--- config.mk ---
export PLATFORM = sky130hd
export DESIGN_NAME = fir12_tree
export DESIGN_NICKNAME = d
export VERILOG_FILES = /design/src/sv/fir12_pkg.sv /design/src/sv/fir12_tree.sv
export SDC_FILE = /design/constraint.sdc
export NUM_CORES = 1
export LEC_CHECK = 0
export BUFFER_PORTS_ARGS = -buffer_cell sky130_fd_sc_hd__buf_2
export CAP_MARGIN = 20
export CORE_UTILIZATION = 55
export CTS_CLUSTER_DIAMETER = 50
export DETAILED_ROUTE_END_ITERATION = 10
export HOLD_SLACK_MARGIN = 0.15
export PLACE_DENSITY = 0.77
export RECOVER_POWER = 25
export SYNTH_ARGS = -nofsm -noshare
export SYNTH_HDL_FRONTEND = slang
export SYNTH_SLANG_ARGS = --single-unit
--- constraint.sdc ---
create_clock -name clk -period 7.9 [get_ports clk]
set_input_delay 0.395 -clock clk [delete_from_list [all_inputs] [get_ports clk]]
set_output_delay 0.395 -clock clk [all_outputs]
set_load 0.1 [all_outputs]
--- src/sv/fir12_pkg.sv ---
// Shared types and constants of the 12-tap FIR filter.
package fir12_pkg;

  localparam int SAMPLE_W      = 16;
  localparam int COEF_W        = 16;
  localparam int PROD_W        = SAMPLE_W + COEF_W;
  localparam int ACC_W         = 36;
  localparam int CFG_W         = 64;
  localparam int CFG_IDX_W     = 2;
  localparam int COEF_REGS     = 3;
  localparam int COEFS_PER_REG = CFG_W / COEF_W;
  localparam int COEF_COUNT    = COEF_REGS * COEFS_PER_REG;
  localparam int ROUND_SHIFT   = 14;

  // Configuration register indexes.
  localparam logic [CFG_IDX_W-1:0] REG_COEF_LOW  = 2'd0;
  localparam logic [CFG_IDX_W-1:0] REG_COEF_MID  = 2'd1;
  localparam logic [CFG_IDX_W-1:0] REG_COEF_HIGH = 2'd2;

  // Per-cell control: pipeline advance, history shift and frame clear.
  typedef struct packed {
    logic advance;
    logic shift;
    logic clear;
  } cell_ctrl_t;

endpackage

--- src/sv/fir12_tree.sv ---
// Registered adder tree that sums the tap products, one level per cycle while advance is high.
module fir12_tree
  import fir12_pkg::*;
#(
  parameter int N = 12
) (
  input  logic                     clk,
  input  logic                     rst,
  input  logic                     advance,
  input  logic                     in_valid,
  input  logic signed [PROD_W-1:0] leaves [N],
  output logic                     sum_valid,
  output logic signed [ACC_W-1:0]  sum
);

  localparam int LEVELS = (N > 1) ? $clog2(N) : 1;
  localparam int PAD    = 1 << LEVELS;

  // Leaves of the tree; node n sums nodes 2n and 2n+1, and the bottom level reads the leaves.
  logic signed [ACC_W-1:0] leaf [PAD];
  logic signed [ACC_W-1:0] node [1:PAD-1];
  logic [LEVELS-1:0]       vld;

  // Leaves are sign-extended; padding leaves are zero.
  for (genvar i = 0; i < PAD; i++) begin : g_leaf
    if (i < N) begin : g_real
      assign leaf[i] = {{(ACC_W-PROD_W){leaves[i][PROD_W-1]}}, leaves[i]};
    end else begin : g_pad
      assign leaf[i] = '0;
    end
  end

  // Each level halves the number of partial sums.
  for (genvar n = 1; n < PAD; n++) begin : g_node
    if (n >= PAD / 2) begin : g_bottom
      always_ff @(posedge clk) begin
        if (advance) begin
          node[n] <= leaf[2*n-PAD] + leaf[2*n+1-PAD];
        end
      end
    end else begin : g_upper
      always_ff @(posedge clk) begin
        if (advance) begin
          node[n] <= node[2*n] + node[2*n+1];
        end
      end
    end
  end

  // Valid flags follow the partial sums level by level.
  always_ff @(posedge clk) begin
    if (rst) begin
      vld <= '0;
    end else if (advance) begin
      vld <= (vld << 1) | LEVELS'(in_valid);
    end
  end

  assign sum       = node[1];
  assign sum_valid = vld[LEVELS-1];

endmodule

* Word level (Yosys, flattened, before mapping)
Memory sizes are Yosys's and may differ from the RTL's.
Index checks and enable logic that the tools add are counted.
** Storage, ports and cells
- Output and inout bits :: 37
- Memories :: 1
- Bits in writable memories :: 540
- Bits in registers :: 4
- Bits of input ports :: 388
- Logic and storage cells :: 18
** Memories
- node :: depth 15, bits a word 36, read ports 15, clocked after Yosys merged registers in 0, wr ports 15, line fir12_tree.sv:21 : logic signed [ACC_W-1:0] node [1:PAD-1];
** Cells by class
- Bitwise operators :: 1
- Add/subtract/negate cells :: 13
- Muxes and demuxes :: 2
** Operator list (number)
- 36-bit adder :: 7
- 32-bit by 32-bit adder with 33-bit output :: 6
- 4-bit by 1-bit bitwise OR with 4-bit output :: 1
- 1-bit 2-to-1 mux :: 2

* Logic depth before layout (Yosys ltp)
- Word-level depth :: 2
- Mapped depth :: 11
- Depth with buffers taken out :: 11

* Least setup slack after synthesis
OpenSTA, ideal clock, no wires.
- Path type :: in2reg
- Start :: input port leaves[320] in the netlist's numbering
- End :: register node[0][314] (netlist name)
- Cell stages on the path :: 11
- Arrival time :: 2720 ps
- Setup slack :: 4909 ps
- Library setup time :: 271 ps
- Required time :: 7629 ps
- Buffers on the path :: 0
- Cells stage by stage :: ha_1 fa_1 a21o_1 nor2b_1 nor3_1 o21ai_1 a31oi_1 o21ai_1 a211oi_1 o311ai_1 xor2_1
** RTL lines
- start: declaration :: line fir12_tree.sv:11 : input logic signed [PROD_W-1:0] leaves [N],

==> metrics.txt <==
status complete, but fails checks; failing checks max-capacitance violations, max-slew violations; Fin. Hold Viols 0; CP top delay family buffers and inverters; die area 57300 sq um; Seq/Total Area, Yosys 40.4%; Final Max Slew Viols 174; Ys Warns 0; drt total wl 75400 um; cell-internal power 6.78 mW; Netlist Area Pre-Place 31000 sq um; EDFF count, synth 414; # rows 86; I/O Buffers 424; setup TNS 0 ns; Gate power share 48.0%; async set-or-reset flop fraction in the synthesized netlist 0%; Synth area leaders edfxtp_1 (40%), ha_1 (15%), xnor2_1 (6.0%); Core ar. 55400 sq um; Clock Sink Count 418; number of DRC markers in iteration 0 1663; layout cells sized above 1 16.2%; Residual DRC 0; num ports 425; met3 Usage GRT 4.31%; synth cell count leaders edfxtp_1 (414), ha_1 (361), a21oi_1 (318), nand2_1 (212), xnor2_1 (211); CTS tree yes; Worst Tran Pin Value 4.06 ns; R2R depth 11; hold path cells 2; net count after synthesis 3787; Sw Ratio 40.6%; post_cts resized 0; Post-synth top flop edfxtp_1; Post-DRT Antenna Nets 0; clock buffer depth 3; share of power burned in registers 32.3%; library cells used by synthesis 97; Worst Setup End Kind flop; area leader, netlist edfxtp_1; insertion delay to the later sink of the worst-skew pair 0.60 ns; WP data arrival 3.97 ns; global route overflow 0; clk root buf clkbuf_16; CTS H-tree lvls 2; Crit path depth 2; routed len/inst 17.9 um; GP Congestion 0.943; final non-filler cell total 4219; Mapped Cells 3027; critical setup path kind primary input to flop; global routing's busiest layer met2; Syn Area/Cell 10.2 sq um; startpoint types primary input; Vias 24500; Max-slew headroom -171%; final net count 4190; Initial Utilization 55.9%; Die W 239 um; Hold Crit Class primary input to flop; total global-route track usage 25.9%; largest net degree at the start of global routing 174; Critical-path top delay cell clkbuf_2; Tcrit/Tclk final 48.9%; Avg Vias per Cell 5.81; DIE HEIGHT 239 um; post-synthesis register bit count 418; Switching Power 4.64 mW; max cap viols 1; grt met2 use 44.2%; First-pass DRT Iterations 6; Syn-to-layout area delta 14.1%; Worst VDD drop 0.000270 V; Critical Path, Cell by Cell buf_8, clkbuf_2; power density cells 323 nW/um^2; min cycle time layout 3.86 ns; Detailed Place HPWL 61000 um; vias in the first global route 23000; first-pass GRT wire length 117000 um; initial antenna violation count 11; slowest cell delay on critical path 2.81 ns; placed insts 4109; met1 Usage GRT 33.8%; RSZ-0062 raised after global routing false; Static Leak 15.3 nW; Setup Viol. Count Final 0; Max Fclk 0.259 GHz; Required @ worst endpoint 8.01 ns; Worst Path Max Fanout 173; buffers and inverters on the worst path 2; TritonCTS buffer count 51; Clock Skew 0.0242 ns; post-synth top area share 40.1%; proportion of power drawn by the clock network 19.7%; most numerous cell in the Yosys netlist edfxtp_1; Reg clk slew, reported paths 0.06 ns
## layer usage
layer,share of wire [%],vias up
li1,-,12300
met1,44,11400
met2,48,691
met3,5.5,137
met4,2.5,16
met5,0.14,-
## power groups by stage
stage	Clock (mW)	Sequential, mW	Combinational, mW
3_3_place_gp	0	3.72	5.38
3_5_place_dp	0	3.73	5.43
2_1_floorplan	0	3.58	4.37
6_report	2.25	3.69	5.48
4_1_cts	2.30	3.69	5.47
5_1_grt	2.37	3.75	6.03
## repair_timing
item                       CTS  global route
buffers inserted             0             0
hold buffers                16             0
hold endpoints to repair    12             0
setup endpoints to repair    0             0
## layout make-up
class,count,area (sq um)
inverters,77,289
multi-input cells,2439,17700
diodes,3,7.51
repair buffers,443,2310
fillers,4544,20000
well taps,748,936
flip-flops and latches,418,12500
clock buffers,57,1300
clock inverters,34,320
## registers in the layout, indices dropped and copies added, names as in the netlist
name	count
node	414
vld	4
## stage by stage
step,cell area (sq um),power [mW],setup WS [ns],util (%),hold WS (ns)
5_1_grt,35400,12.1,3.64,63.8,0.156
3_5_place_dp,33600,9.16,4.15,60.7,0.405
4_1_cts,35400,11.5,4.24,63.9,0.151
6_report,35400,11.4,4.04,63.8,0.173
2_1_floorplan,31000,7.95,4.91,-,0.400
3_3_place_gp,33600,9.10,4.23,60.7,0.400
## worst paths after layout
check               startpoint           end  slack [ns]
setup reg to reg  node[0][432]  node[0][246]        4.47
hold / removal     leaves[225]  node[0][361]        0.17
setup / recovery       advance  node[0][319]        4.04
hold reg to reg   node[0][234]  node[0][126]        0.42
## layout by cell type, fill, tap and decap left out, types with 10 or more instances in the layout
master,count
xor2_1,113
ha_1,361
a31oi_1,53
nor3_1,39
nor2_1,185
a21o_1,185
o31ai_1,11
buf_2,421
dlygate4sd3_1,16
a21oi_1,318
or2_2,11
nand2b_1,31
o211ai_1,23
a31o_2,10
nor2b_1,38
nor4_1,10
o22ai_1,11
clkbuf_16,51
o21ai_1,24
o21bai_1,41
o21ai_0,160
inv_1,77
nand4_1,38
xnor2_1,211
nand3_1,58
a211oi_1,34
a211o_1,10
edfxtp_1,414
and3_1,40
and2_1,14
fa_1,11
nand2_1,212
o21a_1,33
## logic make-up after synthesis
kind of cell / Yosys count / share of synthesized area [%]
multiplexers: 6 / 0.214
flip-flops: 418 / 40.4
XOR/XNOR: 324 / 9.15
adder cells (fa/ha/maj): 372 / 15.3
AO/OA/AOI/OAI: 1020 / 21.4
AND/OR/NAND/NOR: 717 / 11.1
buffers and inverters: 170 / 2.52
Power figures use the tool's default switching activity.
