## src/sv/fir12_pkg.sv

```systemverilog
// Shared types and constants of the 12-tap FIR filter.
package fir12_pkg;

  localparam int SAMPLE_W      = 16;
  localparam int COEF_W        = 16;
  localparam int PROD_W        = SAMPLE_W + COEF_W;
  localparam int ACC_W         = 36;
  localparam int CFG_W         = 64;
  localparam int CFG_IDX_W     = 2;
  localparam int COEF_REGS     = 3;
  localparam int COEFS_PER_REG = CFG_W / COEF_W;
  localparam int COEF_COUNT    = COEF_REGS * COEFS_PER_REG;
  localparam int ROUND_SHIFT   = 14;

  // Configuration register indexes.
  localparam logic [CFG_IDX_W-1:0] REG_COEF_LOW  = 2'd0;
  localparam logic [CFG_IDX_W-1:0] REG_COEF_MID  = 2'd1;
  localparam logic [CFG_IDX_W-1:0] REG_COEF_HIGH = 2'd2;

  // Per-cell control: pipeline advance, history shift and frame clear.
  typedef struct packed {
    logic advance;
    logic shift;
    logic clear;
  } cell_ctrl_t;

endpackage

```

## src/sv/fir12_cell.sv

```systemverilog
// One filter cell: a history sample register and a registered tap product.
module fir12_cell
  import fir12_pkg::*;
(
  input  logic                       clk,
  input  logic                       rst,
  input  cell_ctrl_t                 ctrl,
  input  logic signed [SAMPLE_W-1:0] x_in,
  input  logic signed [COEF_W-1:0]   coef,
  output logic signed [SAMPLE_W-1:0] x_out,
  output logic signed [PROD_W-1:0]   prod
);

  logic signed [SAMPLE_W-1:0] operand;
  logic signed [PROD_W-1:0]   prod_next;

  // A frame start drops the older sample seen from the left neighbor.
  assign operand   = ctrl.clear ? '0 : x_in;
  assign prod_next = operand * coef;

  // The operand used now is this cell's history for the next request.
  always_ff @(posedge clk) begin
    if (rst) begin
      x_out <= '0;
    end else if (ctrl.shift) begin
      x_out <= operand;
    end
  end

  // Product register moves with the pipeline.
  always_ff @(posedge clk) begin
    if (ctrl.advance) begin
      prod <= prod_next;
    end
  end

endmodule

```

## config.mk

```make
export PLATFORM = sky130hd
export DESIGN_NAME = fir12_cell
export DESIGN_NICKNAME = d
export VERILOG_FILES = /design/src/sv/fir12_pkg.sv /design/src/sv/fir12_cell.sv
export SDC_FILE = /design/constraint.sdc
export NUM_CORES = 1
export LEC_CHECK = 0
export BUFFER_PORTS_ARGS = -buffer_cell sky130_fd_sc_hd__buf_2
export CELL_PAD_IN_SITES_DETAIL_PLACEMENT = 1
export CELL_PAD_IN_SITES_GLOBAL_PLACEMENT = 1
export CORE_MARGIN = 2
export CORE_UTILIZATION = 51
export CTS_CLUSTER_DIAMETER = 40
export CTS_CLUSTER_SIZE = 25
export DETAILED_ROUTE_END_ITERATION = 8
export PLACE_DENSITY_LB_ADDON = 0.3
export SYNTH_ARGS = -nofsm -noshare
export SYNTH_HDL_FRONTEND = slang
export SYNTH_SLANG_ARGS = --single-unit
```

## constraint.sdc

```tcl
create_clock -name clk -period 20.2 [get_ports clk]
set_input_delay 4.04 -clock clk [delete_from_list [all_inputs] [get_ports clk]]
set_output_delay 4.04 -clock clk [all_outputs]
set_load 0.03 [all_outputs]
```

* Word-level counts from Yosys, hierarchy flattened
Index checks and enable logic that the tools add are counted.
** Cells by class
- Multiply operators :: 1
- Muxes and demuxes :: 1
** Operators with widths (number)
- $mul 16x16->32 :: 1
- $mux 16 :: 1
** Storage, ports and cells
- Bits in registers :: 48
- Bits of input ports :: 37
- Output and inout bits :: 48
- Word-level logic and storage cells :: 4

* Logic depth before layout (Yosys ltp)
- Word-level depth :: 2
- Mapped depth :: 25
- Mapped depth without buffers :: 22

* Least setup slack after synthesis
Ideal clock, no wire load.
- Kind :: input -> register
- Start point :: in ctrl[0] (netlist bit)
- End point :: reg prod[30], data pin
- Setup time :: 0.267 ns
- Data arrival time :: 9.642 ns
- Data required time :: 19.933 ns
- Path slack :: 10.292 ns
- Stages on the path :: 22
- Buffers on the path :: 3
- Cells stage by stage :: clkbuf_1 nor2b_1 clkbuf_1 nand2_1 fa_1 inv_1 fa_1 fa_1 fa_1 fa_1 inv_1 fa_1 inv_1 ha_1 clkbuf_1 and3_1 a2111oi_0 a21oi_1 o21ai_0 a21oi_1 mux2i_1 o211ai_1
** Between the ends
- Word-level cells in the longest chain between the ends :: 2
** RTL lines
- from (decl) :: RTL line fir12_cell.sv:7 : input cell_ctrl_t ctrl,
- $mux 16 :: RTL line fir12_cell.sv:18 : assign operand = ctrl.clear ? '0 : x_in;
- $mul 16x16->32 :: RTL line fir12_cell.sv:19 : assign prod_next = operand * coef;
- via prod_next[30] :: RTL line fir12_cell.sv:15 : logic signed [PROD_W-1:0] prod_next;
- to (signal assigned) :: RTL line fir12_cell.sv:33 : prod <= prod_next;
- to (decl) :: RTL line fir12_cell.sv:11 : output logic signed [PROD_W-1:0] prod
The timed path passes the listed nets, and every way through them passes these cells.
A chain may end at the register's enable or synchronous reset.

* Worst setup path in the final report
Same ends and word-level chain as after synthesis.

==> results by group <==
GRT
  • Overflow left after global routing: 0
  • M2 GR Usage: 55.2%
  • GR Util met1: 31.9%
  • Antenna violations before repair: 0
  • Most heavily used metal layer in global routing: met2
  • Wire length of the first global-routing pass: 50600 microns
  • Via count of the first global-routing pass: 9529
  • Global routing usage on met3: 1.88%
  • Total routing resource utilization after global routing: 27.8%
  • Largest net degree at the start of global routing: 33

Setup path
  • Largest fanout on the critical path: 16
  • Launching element of the worst setup path: ctrl[0]
  • Arrival time reported for the critical path endpoint: 10.44 ns
  • Sequence of cells on the critical path: buf_2, nor2b_1, buf_4, nand2_1, fa_1, inv_1, fa_1, fa_1, fa_1, fa_1, inv_1, fa_1, inv_1, ha_1, and3_1, a2111oi_0, a21oi_1, o21ai_0, a21oi_1, mux2i_1, o211ai_1
  • Longest individual stage delay on the worst path: 0.56 ns
  • Number of cell instances on the worst register-to-register path: 2
  • Count of buffer and inverter cells on the critical path: 5
  • Reg2Reg Launch Point: x_out[12]$_SDFFE_PP0P_
  • Startpoint type of the worst setup path: primary input
  • Worst path most repeated cell: sky130_fd_sc_hd__fa_1
  • Reg2reg end: x_out[12]$_SDFFE_PP0P_
  • Required @ worst endpoint: 20.24 ns
  • Worst path top cell family by delay: adder cells
  • Worst path slowest cell: sky130_fd_sc_hd__fa_1
  • Critical path type: in2reg
  • Setup slack of the worst register-to-register path: 19.52 ns
  • Critical path capture point type: flip-flop

Logic synthesis
  • Count of flip-flops with a built-in enable after synthesis: 32
  • Dominant cells by area after synthesis: sky130_fd_sc_hd__fa_1, sky130_fd_sc_hd__inv_1, sky130_fd_sc_hd__ha_1
  • Share of the synthesized area in the top cell type: 45.6%
  • Count of different cell masters after synthesis: 45
  • Simple logic cell fraction of the synthesized area: 15.1%
  • Share of synthesized flip-flops with an asynchronous set or reset: 0%
  • Synthesized instance count: 1196
  • Share of synthesized area occupied by flip-flops and latches: 11.1%
  • Synthesized area: 11500 sq um
  • Share of the synthesized area in compound gates (AO/OA/AOI/OAI): 4.60%
  • XOR/XNOR share of the synthesized area: 2.66%
  • Multiplexer share of the synthesized area: 1.48%
  • Avg Synthesized Cell Area: 9.62 sq um
  • Combinational family with the most area after synthesis: adder cells
  • Number of flip-flops and latches in the synthesized netlist: 48
  • Yosys warns: 0
  • Cell type contributing the most total cell area after synthesis: sky130_fd_sc_hd__fa_1
  • Most instantiated flip-flop cell in the synthesis netlist: sky130_fd_sc_hd__edfxtp_1
  • Synth Area in Adders: 54.5%
  • Net count after synthesis: 1577

Clock tree
  • Clock tree from TritonCTS: done
  • Number of clock sinks: 48
  • Post-CTS Resized: 0
  • CTS H-tree lvls: 2
  • Number of buffers inserted during clock tree synthesis: 5
  • Root buffer selected by CTS: sky130_fd_sc_hd__clkbuf_16
  • Setup Fix Bufs, Post-CTS: 0
  • Hold_buf cts: 0
  • Clk slew on worst S/H paths: 0.07 ns
  • Bufs on Longest Clock Path: 2
  • Worst-Skew Late Latency: 0.29 ns

Placed design
  • Routability cong.: 0.873
  • Placed instance count: 1537
  • Quantity of I/O buffers inserted on ports: 84
  • Half-perimeter wire length after placement: 26100 microns

STA
  • Max Clock Freq: 96.2 MHz
  • Sum Neg Setup Slack: 0 ns
  • Fin. Hold Viols: 0
  • Final Max Tran Viols: 0
  • Tmin final: 10.40 ns
  • Final setup skew: 0 ns
  • Max-Slew Margin vs Limit: 41.9%
  • Setup Viol. Count Final: 0
  • Worst slack on hold paths: 0.500 ns
  • Worst slew pin tran: 0.867 ns
  • Part of the cycle the worst path needs: 51.5%
  • Setup repair after global routing missed its margin: false

Finish
  • Diodes inserted: 0
  • Most frequent cells in the layout: sky130_fd_sc_hd__inv_1, sky130_fd_sc_hd__fa_1, sky130_fd_sc_hd__nand2_1, sky130_fd_sc_hd__and2_1, sky130_fd_sc_hd__buf_2
  • Layout Nets: 1645
  • Fraction of layout cells with a size suffix above 1: 9.25%
  • Commonest non-fill, non-tap cell in the layout: sky130_fd_sc_hd__inv_1
  • Post-route non-filler standard cell count: 1545
  • Syn-to-layout area delta: 7.90%

Job
  • Number of max-cap violations: 0

Floorplanning
  • Initial core utilization: 52.4%
  • Width of the die: 154 microns
  • Number of placement rows: 54
  • Number of top-level pins: 85
  • Die span in y: 154 microns
  • Area of the placeable core: 22000 sq um
  • Die footprint: 23800 sq um

Route
  • Initial DRC Count: 433
  • TritonRoute pass-1 iters: 7
  • Post-Route WL: 31600 microns
  • Per-cell via count in the routed design: 5.41
  • DRC: 0
  • Number of vias after detailed routing: 8364
  • Average wire per cell in the routed design: 20.4 microns
  • Number of nets with antenna violations after detailed routing: 0

Power and ir drop
  • Total power divided by cell area: 158 nW/um^2
  • VDD IR-drop max: 0.240 mV
  • Leakage power figure: 6.40 nW

Hold path
  • Worst hold path stage count: 2
  • Class of the tightest hold or removal check: reg2reg
  • Worst hold endpoint: x_out[5]$_SDFFE_PP0P_
  • Worst hold start: x_out[5]$_SDFFE_PP0P_

Status
  • Outcome: completed
## sequential cells by signal (all words and copies together) (netlist names)
name / count
prod: 32
x_out: 16
## layout make-up
class	count	area [sq um]
Inverter	286	1070
Tap cell	280	350
Sequential cell	48	1280
Clock inverter	3	41.3
Timing Repair Buffer	99	533
Multi-Input combinational cell	824	9010
Fill cell	2545	9540
Clock buffer	5	125
## where the power goes
group | internal, mW | switching, mW
logic | 0.662 | 0.984
clock network | 0.0584 | 0.0393
registers | 0.206 | 0.00877
total | 0.927 | 1.03
## synthesized netlist by cell type, types with 4 or more instances
master	instances
sky130_fd_sc_hd__inv_1	286
sky130_fd_sc_hd__fa_1	262
sky130_fd_sc_hd__nand2_1	138
sky130_fd_sc_hd__and2_1	124
sky130_fd_sc_hd__ha_1	82
sky130_fd_sc_hd__nor2_1	47
sky130_fd_sc_hd__clkbuf_1	36
sky130_fd_sc_hd__edfxtp_1	32
sky130_fd_sc_hd__xnor2_1	30
sky130_fd_sc_hd__a21oi_1	22
sky130_fd_sc_hd__nor2b_1	20
sky130_fd_sc_hd__mux2i_1	17
sky130_fd_sc_hd__dfxtp_1	16
sky130_fd_sc_hd__o21ai_0	14
sky130_fd_sc_hd__a21o_1	13
sky130_fd_sc_hd__nand2b_1	7
sky130_fd_sc_hd__xor2_1	5
sky130_fd_sc_hd__a211oi_1	4
sky130_fd_sc_hd__nand3_1	4
sky130_fd_sc_hd__o21a_1	4
## routing by layer
metal  vias to the layer above  share of wire (%)
met4                         0                3.2
met3                        59                2.8
met5                         -                  0
met2                       172                 57
met1                      4463                 37
li1                       3670                  -
## tightest hold or removal path, cell delays in order (launching register included)
cell                      delay (ns)
sky130_fd_sc_hd__dfxtp_1        0.33
sky130_fd_sc_hd__mux2i_1        0.07
sky130_fd_sc_hd__nor2_1         0.07
## worst max path at each step
stage / to / slack [ns] / depth (start not counted)
global placement: prod[30]$_DFFE_PP_ / 9.73 / 21
floorplan: prod[30]$_DFFE_PP_ / 10.29 / 22
detailed placement: prod[30]$_DFFE_PP_ / 9.50 / 21
finish: prod[30]$_DFFE_PP_ / 9.80 / 21
global route: prod[30]$_DFFE_PP_ / 9.44 / 19
CTS: prod[30]$_DFFE_PP_ / 9.82 / 21
## metrics by stage
| stage | power [mW] | worst slack [ns] | utilization (%) | area, sq um |
|---|---|---|---|---|
| 3_5_place_dp | 1.86 | 9.50 | 55.8 | 12300 |
| 4_1_cts | 1.98 | 9.82 | 56.6 | 12400 |
| 2_1_floorplan | 1.43 | 10.29 | - | 11500 |
| 5_1_grt | 2.14 | 9.44 | 56.6 | 12400 |
| 6_report | 1.96 | 9.80 | 56.6 | 12400 |
| 3_3_place_gp | 1.78 | 9.73 | 55.8 | 12300 |
## cell families (layout without fill, tap and decap cells)
family | count (synthesis) | in the layout
compound gates | 77 | 77
xor+xnor | 35 | 35
fa+ha+maj | 344 | 344
buf+inv | 324 | 393
flops | 48 | 48
mux | 17 | 17
simple gates | 351 | 351
Note: power is estimated with default switching activity, not from simulation.
