[src/sv/fir12_pkg.sv]
// Shared types and constants of the 12-tap FIR filter.
package fir12_pkg;

  localparam int SAMPLE_W      = 16;
  localparam int COEF_W        = 16;
  localparam int PROD_W        = SAMPLE_W + COEF_W;
  localparam int ACC_W         = 36;
  localparam int CFG_W         = 64;
  localparam int CFG_IDX_W     = 2;
  localparam int COEF_REGS     = 3;
  localparam int COEFS_PER_REG = CFG_W / COEF_W;
  localparam int COEF_COUNT    = COEF_REGS * COEFS_PER_REG;
  localparam int ROUND_SHIFT   = 14;

  // Configuration register indexes.
  localparam logic [CFG_IDX_W-1:0] REG_COEF_LOW  = 2'd0;
  localparam logic [CFG_IDX_W-1:0] REG_COEF_MID  = 2'd1;
  localparam logic [CFG_IDX_W-1:0] REG_COEF_HIGH = 2'd2;

  // Per-cell control: pipeline advance, history shift and frame clear.
  typedef struct packed {
    logic advance;
    logic shift;
    logic clear;
  } cell_ctrl_t;

endpackage

[src/sv/fir12_round.sv]
// Output stage: round half up to Q1.15, saturate, and hold the result.
module fir12_round
  import fir12_pkg::*;
(
  input  logic                       clk,
  input  logic                       rst,
  input  logic                       advance,
  input  logic                       sum_valid,
  input  logic signed [ACC_W-1:0]    sum,
  output logic                       out_valid,
  output logic signed [SAMPLE_W-1:0] filtered,
  output logic                       saturated
);

  localparam int RND_W = ACC_W + 1 - ROUND_SHIFT;

  logic signed [ACC_W:0]          biased;
  logic signed [RND_W-1:0]        rounded;
  logic                           over;
  logic signed [SAMPLE_W-1:0]     filtered_next;

  // Add half an LSB, then floor by an arithmetic shift.
  assign biased  = {sum[ACC_W-1], sum} + (ACC_W+1)'(1 << (ROUND_SHIFT - 1));
  assign rounded = biased[ACC_W:ROUND_SHIFT];

  // The value fits when all bits above the sign bit of the result agree with it.
  assign over = (rounded[RND_W-1:SAMPLE_W-1] != '0) &&
                (rounded[RND_W-1:SAMPLE_W-1] != '1);

  always_comb begin
    if (!over) begin
      filtered_next = rounded[SAMPLE_W-1:0];
    end else if (rounded[RND_W-1]) begin
      filtered_next = {1'b1, {(SAMPLE_W-1){1'b0}}};
    end else begin
      filtered_next = {1'b0, {(SAMPLE_W-1){1'b1}}};
    end
  end

  always_ff @(posedge clk) begin
    if (rst) begin
      out_valid <= 1'b0;
    end else if (advance) begin
      out_valid <= sum_valid;
    end
  end

  always_ff @(posedge clk) begin
    if (advance) begin
      filtered  <= filtered_next;
      saturated <= over;
    end
  end

endmodule

[config.mk]
export PLATFORM = sky130hd
export DESIGN_NAME = fir12_round
export DESIGN_NICKNAME = d
export VERILOG_FILES = /design/src/sv/fir12_pkg.sv /design/src/sv/fir12_round.sv
export SDC_FILE = /design/constraint.sdc
export NUM_CORES = 1
export LEC_CHECK = 0
export ABC_CLOCK_PERIOD_IN_PS = 6200
export BUFFER_PORTS_ARGS = -buffer_cell sky130_fd_sc_hd__buf_2
export CORE_MARGIN = 2
export CORE_UTILIZATION = 51
export CTS_BUF_LIST = sky130_fd_sc_hd__clkbuf_8
export DETAILED_ROUTE_END_ITERATION = 16
export PLACE_DENSITY = 0.94
export SLEW_MARGIN = 20
export SYNTH_ARGS = -nofsm -noshare
export SYNTH_HDL_FRONTEND = slang
export SYNTH_SLANG_ARGS = --single-unit
export TNS_END_PERCENT = 50
[constraint.sdc]
create_clock -name clk -period 6.2 [get_ports clk]
set_input_delay 0.62 -clock clk [delete_from_list [all_inputs] [get_ports clk]]
set_output_delay 0.62 -clock clk [all_outputs]
set_load 0.05 [all_outputs]
After elaboration in Yosys (flattened, before gate mapping)
Index checks and enable logic that the tools add are counted.
{"block": "classes", "add_sub_neg": 1, "eq_ne": 1, "muxes": 2, "n_reduce_logical": 2}
{"cell": "$add A36 B15 Y37 const B", "n": 1}
{"cell": "$mux W16", "n": 2}
{"cell": "$ne A8 B8 Y1 const B", "n": 1}
{"cell": "$reduce_bool A8 Y1", "n": 1}
{"cell": "$logic_and A1 B1 Y1", "n": 1}
{"block": "totals", "reg_bits": 18, "inputBits": 40, "out_inout_bits": 18, "word_cells": 9}

Longest topological paths before layout
Gate-level depths: netlist of the first run.
{"block": "logic_depth", "depth_word": 4, "depth_mapped": 8, "ltp_nobuf": 7}

Worst setup path after synthesis of the first run
OpenSTA, ideal clock, no wires.
{"block": "synth_timing", "path_kind": "input port to flip-flop", "start": "input sum[22]", "end": "register filtered[2] (data pin)", "arrival_ns": 2.272, "required_time_ns": 5.936, "path_slack_ns": 3.665, "stages": 8, "cell_sequence": "buf_2 > nand4_1 > or4_4 > o21ai_2 > nand2_1 > o41ai_4 > buf_6 > o21ai_0"}
{"block": "synth_via", "elab_chain_len": 4}
{"item": "from (decl)", "line_no": "fir12_round.sv:9", "text": "input logic signed [ACC_W-1:0] sum,"}
{"item": "$add A36 B15 Y37 *", "line_no": "fir12_round.sv:23", "text": "assign biased = {sum[ACC_W-1], sum} + (ACC_W+1)'(1 << (ROUND_SHIFT - 1));"}
{"item": "$ne A8 B8 Y1 / $reduce_bool A8 Y1 (equally long branches)", "line_no": "fir12_round.sv:28, fir12_round.sv:27"}
{"item": "$logic_and A1 B1 Y1", "line_no": "fir12_round.sv:27", "text": "assign over = (rounded[RND_W-1:SAMPLE_W-1] != '0) &&"}
{"item": "$mux W16 *", "line_no": "fir12_round.sv:31", "text": "if (!over) begin"}
{"item": "via filtered_next[2]", "line_no": "fir12_round.sv:20", "text": "logic signed [SAMPLE_W-1:0] filtered_next;"}
{"item": "to (signal assigned)", "line_no": "fir12_round.sv:50", "text": "filtered <= filtered_next;"}
{"item": "to (decl)", "line_no": "fir12_round.sv:11", "text": "output logic signed [SAMPLE_W-1:0] filtered,"}
Mark *: on every way through the listed nets, which the timed path passes. The rest lies on a longest branch.
A chain may end at the register's enable or synchronous reset.

Worst setup path after layout of the first run
{"block": "layout_timing", "start": "input sum[13]", "end": "register filtered[2] (data pin)"}
The elaborated chain is that of the path after synthesis.

==> results.toml, run 1 <==
[critical_path]
critPathRequiredTime_ns = 6.14
path_cells = "buf_2, ha_1, nand4_1, nor4_1, and2_1, a31oi_1, o41ai_4, o21ai_0"
critical_path_class = "input port to flop"
worst_setup_path_start_kind = "input port"
cp_max_fo = 15
critical-path-slowest-cell = "sky130_fd_sc_hd__o41ai_4"
worstPathBufferInverterCount = 1
critical_path.top_delay_family = "compound AO/OA/AOI/OAI gates"
cp_slowest_stage_delay_ns = 0.81
endpoint_kind = "flop"
crit_arrival_ns = 2.89

[routing]
wl_per_cell_um = 14.1
drt-initial-drc-count = 24
first_pass_iters = 4
drt_wl_total_um = 2600
drc = 0
dr_total_vias = 1091
via_per_inst = 5.90
drtAntennaViolNets = 0

[global_routing]
track_usage_pct = 20.5
vias_in_the_first_global_route = 953
grt_antenna_before_repair = 0
grt_pass1_wl_um = 4220
grt_start_max_net_pins = 19
grt-ovfl-total = 0

[synthesis]
netlist.area_leader.share_pct = 41.9
synth_async_sr_flop_share_pct = 0
syn-num-nets = 153
ys_top_cells_by_count = "sky130_fd_sc_hd__edfxtp_1, sky130_fd_sc_hd__nand2_1, sky130_fd_sc_hd__xnor2_1, sky130_fd_sc_hd__xor2_1"
yosys.cell_types.count = 33
seq_area_frac_synth_pct = 43.6
syn-cell-area_mm2 = 0.00122
most_common_cell_in_the_synthesized_netlist = "sky130_fd_sc_hd__edfxtp_1"
synth_area_leader_cell = "sky130_fd_sc_hd__edfxtp_1"
synth_edf_count = 17
synth-main-ff-cell = "sky130_fd_sc_hd__edfxtp_1"
number_of_synthesis_warnings = 0
yosys_register_bits = 18
post_synthesis_cells = 112
synthesis.area_per_instance_um2 = 10.9
synth.area.top_cells = "sky130_fd_sc_hd__edfxtp_1, sky130_fd_sc_hd__xnor2_1, sky130_fd_sc_hd__xor2_1"

[sta]
total_negative_setup_slacks_ns = 0
rsz0062_at_grt = "no"
layout_worst_path_cycle_share_pct = 47.6
finalMaxSlewViolations = 0
fmax_mhz = 339
slew_headroom_pct = 44.5
worst_hold_slack_after_final_layout_ns = 0.499
timing.final.setup_violations = 0
finalWorstSetupSlack_ns = 3.25
worst_pin_slew_ns = 0.829
worst_skew_ns = 0
period_minus_slack_ns = 2.95
timing_hold_violations_final = 0

[die]
core_area_mm2 = 0.00223
rows = 17
design.portCount = 58
dieArea_mm2 = 0.00279
die_x_um = 52.9
die-height_um = 52.9
initial_utilization_pct = 54.5

[layout]
synthToLayoutAreaGrowth_pct = 22.4
design.final.nets = 199
drive_gt1_share_pct = 39.5
antenna_cells_inserted = 0
layout.core_utilization_pct = 66.7

[clock_network]
clock_latency_ns = 0.24
cts_num_sinks = 18
cts-buffers-inserted = 3
cts-root-buf = "sky130_fd_sc_hd__clkbuf_8"
clock_tree.buffer_depth = 2
cts_tree = "yes"
postCtsResizedCells = 0
clock_slew_at_reported_path_ffs_ns = 0.06
post-cts-setup-buffers = 0
cts-htree-levels = 1
cts_hold_buffers = 0

[place]
place_congestion = 0.850
place_worst_setup_slack_ns = 3.00
place.port_buffers = 44

[pwr]
report.power.total_mw = 0.316
leak_nw = 0.570
peakVddDrop_mv = 0.155
power-per-cell-area_mw_per_mm2 = 212

[outcome]
outcome = "finished clean"

[run]
max_cap_viol_count = 0

[worst_hold_path]
min_delay_path_class = "flop to flop"
[worst min-delay path, stage by stage (launching register included)]
cell                      delay, ns
sky130_fd_sc_hd__dfxtp_1       0.32
sky130_fd_sc_hd__mux2i_1       0.06
sky130_fd_sc_hd__nor2_1        0.08
[cell usage in the layout, fill, tap and decap left out]
master / instances
sky130_fd_sc_hd__and3_1: 3
sky130_fd_sc_hd__nor2_2: 1
sky130_fd_sc_hd__or3_4: 1
sky130_fd_sc_hd__or4_4: 1
sky130_fd_sc_hd__nand4_4: 2
sky130_fd_sc_hd__a211oi_1: 1
sky130_fd_sc_hd__mux2i_1: 1
sky130_fd_sc_hd__nor2b_1: 1
sky130_fd_sc_hd__nor4_1: 3
sky130_fd_sc_hd__and2_1: 1
sky130_fd_sc_hd__ha_1: 1
sky130_fd_sc_hd__buf_2: 44
sky130_fd_sc_hd__xor2_1: 9
sky130_fd_sc_hd__a211oi_2: 1
sky130_fd_sc_hd__clkbuf_8: 3
sky130_fd_sc_hd__o21ai_2: 5
sky130_fd_sc_hd__a311oi_1: 1
sky130_fd_sc_hd__dfxtp_1: 1
sky130_fd_sc_hd__edfxtp_1: 17
sky130_fd_sc_hd__nor4_4: 1
sky130_fd_sc_hd__a21oi_1: 7
sky130_fd_sc_hd__o21ai_0: 5
sky130_fd_sc_hd__a31oi_1: 2
sky130_fd_sc_hd__o41ai_4: 1
sky130_fd_sc_hd__inv_1: 3
sky130_fd_sc_hd__a21oi_2: 1
sky130_fd_sc_hd__xnor2_1: 9
sky130_fd_sc_hd__nand4_1: 6
sky130_fd_sc_hd__nor3_1: 1
sky130_fd_sc_hd__nand3_1: 7
sky130_fd_sc_hd__and4_2: 1
sky130_fd_sc_hd__nand2_1: 10
sky130_fd_sc_hd__nor2_1: 6
[cells by family (layout without fill, tap and decap cells)]
group	Yosys count	after routing	share of synthesized area [%]
DFF	18	18	43.6
and+or+nand+nor	45	45	23.8
AOI/OAI and AO/OA	24	24	14.9
adders and majority gates	1	1	1.03
buffers and inverters	5	50	2.88
xor gates and xnor gates	18	18	13.0
muxes	1	1	0.822
[area by class of cell]
type                            count  area [um2]
Fill cell                         165         743
Multi-Input combinational cell     89         652
Sequential cell                    18         531
Timing Repair Buffer               44         220
Clock buffer                        3        41.3
Tap cell                           28        35.0
Inverter                            2        7.51
Clock inverter                      1        3.75
[path summary, 6_finish.rpt]
check,slack [ns],startpoint,cells after the start,endpoint
setup / recovery,3.25,sum[13],8,filtered[2]
hold / removal,0.50,out_valid,2,out_valid
setup reg to reg,5.63,out_valid,2,out_valid
hold reg to reg,0.50,out_valid,2,out_valid
[sequential cells by signal (all words and copies together) (netlist names)]
signal	flops
filtered	16
out_valid	1
saturated	1
[stage by stage]
step,std cells,cell area [um2]
4_1_cts,185,1490
2_1_floorplan,112,1220
3_5_place_dp,181,1450
5_1_grt,185,1490
6_report,185,1490
3_3_place_gp,181,1450
[report_power, final]
group,internal (mW),switching (mW)
clock,0.0438,0.0340
combinational,0.0238,0.0676
sequential,0.145,0.00228
total,0.212,0.104
[metal layers]
layer / track usage, % / share of wire [%] / up-vias
li1: - / - / 519
met3: 3.67 / 7.5 / 5
met1: 26.0 / 41 / 509
met2: 34.2 / 50 / 58
met5: 0 / 0 / -
met4: 8.55 / 1.3 / 0
Note: power is estimated with default switching activity, not from simulation.
==> inputs of run 2 (changes only) <==
--- a/config.mk
+++ b/config.mk
@@ -5,13 +5,14 @@
 export SDC_FILE = /design/constraint.sdc
 export NUM_CORES = 1
 export LEC_CHECK = 0
-export ABC_CLOCK_PERIOD_IN_PS = 6200
+export ABC_AREA = 1
+export ABC_CLOCK_PERIOD_IN_PS = 2700
 export BUFFER_PORTS_ARGS = -buffer_cell sky130_fd_sc_hd__buf_2
 export CORE_MARGIN = 2
-export CORE_UTILIZATION = 51
+export CORE_UTILIZATION = 46
 export CTS_BUF_LIST = sky130_fd_sc_hd__clkbuf_8
 export DETAILED_ROUTE_END_ITERATION = 16
-export PLACE_DENSITY = 0.94
+export PLACE_DENSITY = 0.86
 export SLEW_MARGIN = 20
 export SYNTH_ARGS = -nofsm -noshare
 export SYNTH_HDL_FRONTEND = slang
==> constraint.sdc (replaced) <==
create_clock -name clk -period 2.7 [get_ports clk]
set_input_delay 0.27 -clock clk [delete_from_list [all_inputs] [get_ports clk]]
set_output_delay 0.27 -clock clk [all_outputs]
set_load 0.05 [all_outputs]
==> run 2 against run 1 <==
Highest routed layer unchanged; largest cell class unchanged; synthesized cell count grew 100%; clock power grew 120%; count of clock-buffer cells in the layout is the same; global-route usage shrank 1.8 points; register-to-register slack lost 3.5 ns; critical path depth grew 5; combinational power grew 130%; clock skew is the same; first-iteration DRC count grew 58%.
==> results.toml, run 2 <==
[critical_path]
crit_arrival_ns = 1.94
crit_end = "filtered[6]"
critical-path-slowest-cell = "sky130_fd_sc_hd__nand3_2"
critPathRequiredTime_ns = 2.69
worst_setup_path_start_kind = "input port"
regToRegEndpoint = "out_valid"
crit-reg2reg-launch = "out_valid"
endpoint_kind = "flop"
worstPathBufferInverterCount = 1
path_cells = "buf_2, ha_1, nand2_2, nor2_8, nand3_4, nor2_2, nor2_1, nor2_1, nand2_1, nor2_1, nand2_2, nand3_2, nand2_1"
r2r_slack_ns = 2.12
critical_path_class = "input port to flop"
cp_max_fo = 15
start_point_of_the_critical_path = "sum[13]"
timing.critical_path.mode_cell = "sky130_fd_sc_hd__nor2_1"
cp_slowest_stage_delay_ns = 0.24
number_of_cells_on_the_critical_path = 13
critical_path.top_delay_family = "simple AND/OR/NAND/NOR gates"
worst_reg2reg_path_depth = 2

[sta]
timing_hold_violations_final = 0
period_minus_slack_ns = 1.95
finalMaxSlewViolations = 0
slew_headroom_pct = 75.6
layout_worst_path_cycle_share_pct = 72.3
fmax_mhz = 512
worst_pin_slew_ns = 0.365
worst_skew_ns = 0
total_negative_setup_slacks_ns = 0
rsz0062_at_grt = "no"
timing.final.setup_violations = 0

[synthesis]
synthesis.area_per_instance_um2 = 6.83
synthMuxAreaShare_pct = 0.654
number_of_synthesis_warnings = 0
ys_top_cells_by_count = "sky130_fd_sc_hd__nand2_1, sky130_fd_sc_hd__nor2_1, sky130_fd_sc_hd__edfxtp_1, sky130_fd_sc_hd__inv_1, sky130_fd_sc_hd__nand3_1"
simple_gate_portion_of_the_synthesized_area_pct = 48.3
seq_area_frac_synth_pct = 34.7
post_synthesis_cells = 224
synth_compound_area_share_pct = 0.654
synth-adder-area-share_pct = 0.818
synth_area_leader_cell = "sky130_fd_sc_hd__edfxtp_1"
syn-cell-area_mm2 = 0.00153
synth_async_sr_flop_share_pct = 0
netlist.area_leader.share_pct = 33.4
synth-main-ff-cell = "sky130_fd_sc_hd__edfxtp_1"
most_common_cell_in_the_synthesized_netlist = "sky130_fd_sc_hd__nand2_1"
synth.area.top_cells = "sky130_fd_sc_hd__edfxtp_1, sky130_fd_sc_hd__nand2_1, sky130_fd_sc_hd__nor2_1"
synth_edf_count = 17
yosys_register_bits = 18
post_synth_xor_area_fraction_pct = 8.01
synth_top_family_by_area = "simple AND/OR/NAND/NOR gates"
yosys.cell_types.count = 23
syn-num-nets = 265

[worst_hold_path]
min_delay_path_class = "input port to flop"

[layout]
largest_register_ff_count = 16
synthToLayoutAreaGrowth_pct = 19.7
largest_registers = "filtered (16), out_valid (1), saturated (1)"
drive_gt1_share_pct = 26.3
most_common_cell_after_layout_fill_and_taps_aside = "sky130_fd_sc_hd__nand2_1"
num-fill-cells = 303
design.final.nets = 312
max_flop_register = "filtered"
most_frequent_cells_in_the_layout = "sky130_fd_sc_hd__nand2_1, sky130_fd_sc_hd__buf_2, sky130_fd_sc_hd__nor2_1"
antenna_cells_inserted = 0
layout.core_utilization_pct = 59.0

[run]
max_cap_viol_count = 0

[global_routing]
grt_pass1_wl_um = 5330
vias_in_the_first_global_route = 1245
grt_start_max_net_pins = 19
track_usage_pct = 18.6
grt-ovfl-total = 0
grt_antenna_before_repair = 0

[clock_network]
postCtsResizedCells = 0
cts_num_sinks = 18
cts-root-buf = "sky130_fd_sc_hd__clkbuf_8"
cts_hold_buffers = 0
clock_tree.buffer_depth = 2
clock_latency_ns = 0.24
cts-htree-levels = 1
cts_tree = "yes"
cts-buffers-inserted = 3
clock_slew_at_reported_path_ffs_ns = 0.06
post-cts-setup-buffers = 0

[routing]
drtAntennaViolNets = 0
wl_per_cell_um = 9.84
first_pass_iters = 4
drt-initial-drc-count = 38
dr_total_vias = 1451
via_per_inst = 4.62
drc = 0
drt_wl_total_um = 3090

[die]
die-height_um = 61.7
design.portCount = 58
die_x_um = 61.7
dieArea_mm2 = 0.00380
core_area_mm2 = 0.00310
initial_utilization_pct = 49.3
rows = 20

[pwr]
peakVddDrop_mv = 0.157
power-per-cell-area_mw_per_mm2 = 391
leak_nw = 0.884

[outcome]
outcome = "finished clean"

[place]
place.port_buffers = 44
dpl.hpwl_um = 2630
place_congestion = 0.909
==> run 2: cell types whose count changed after synthesis, moves of 4 or more <==
cell                      before  now
sky130_fd_sc_hd__o21ai_0       5    0
sky130_fd_sc_hd__nand2_1      10   95
sky130_fd_sc_hd__a21oi_1       7    0
sky130_fd_sc_hd__inv_1         2   17
sky130_fd_sc_hd__nor2_2        1    5
sky130_fd_sc_hd__nand4_1       6    1
sky130_fd_sc_hd__xnor2_1       9    5
sky130_fd_sc_hd__o21ai_2       5    0
sky130_fd_sc_hd__nand3_1       7   16
sky130_fd_sc_hd__nor2_1        6   32
sky130_fd_sc_hd__inv_2         0    6
sky130_fd_sc_hd__nand2_2       0    4
==> run 2: cell families (layout without fill, tap and decap cells) <==
logic type,after synthesis,after routing
AO/OA/AOI/OAI,2,2
XOR/XNOR,14,14
adder cells (fa/ha/maj),1,1
buffers and inverters,25,71
flip-flops,18,18
multiplexers,1,1
AND/OR/NAND/NOR,163,163
==> run 2: metrics by stage <==
step	setup WS [ns]	instances	cell area, um2	hold slack, ns	power (mW)
2_1_floorplan	0.858	224	1530	0.342	0.482
3_3_place_gp	0.522	310	1790	0.427	0.545
3_5_place_dp	0.481	310	1790	0.433	0.547
4_1_cts	0.741	314	1830	0.179	0.720
5_1_grt	0.505	314	1830	0.180	0.750
6_report	0.748	314	1830	0.179	0.716
==> run 2: worst min-delay path by stage <==
stage / start / endpoint / depth (start not counted)
floorplan: rst / out_valid / 1
global placement: rst / out_valid / 2
detailed placement: rst / out_valid / 2
CTS: rst / out_valid / 2
global route: rst / out_valid / 2
finish: rst / out_valid / 2
==> run 2: power breakdown <==
part | internal [mW] | total, mW | leakage [nW] | switching (mW)
registers | 0.330 | 0.333 | 0.175 | 0.00362
logic | 0.0537 | 0.208 | 0.682 | 0.154
clock network | 0.100 | 0.175 | 0.0269 | 0.0743
==> run 2: cell type report <==
type	instances	area (um2)	area share, %
inverters	23	86.3	4.71
flip-flops and latches	18	531	29.0
well taps	44	55.1	3.01
multi-input cells	181	895	48.8
clock buffers	3	41.3	2.25
clock inverters	1	3.75	0.205
repair buffers	44	220	12.0
==> run 2: worst reg2reg max path: stages, from the launching register on <==
cell and delay, ns:
sky130_fd_sc_hd__dfxtp_1 0.30, sky130_fd_sc_hd__mux2i_1 0.12, sky130_fd_sc_hd__nor2_1 0.05
==> run 2: per-layer routing <==
layer / global-route usage [%] / routed length, um
met1: 25.1 / 1430
met2: 30.7 / 1480
met4: 7.29 / 38
met3: 2.10 / 141
met5: 0 / 0
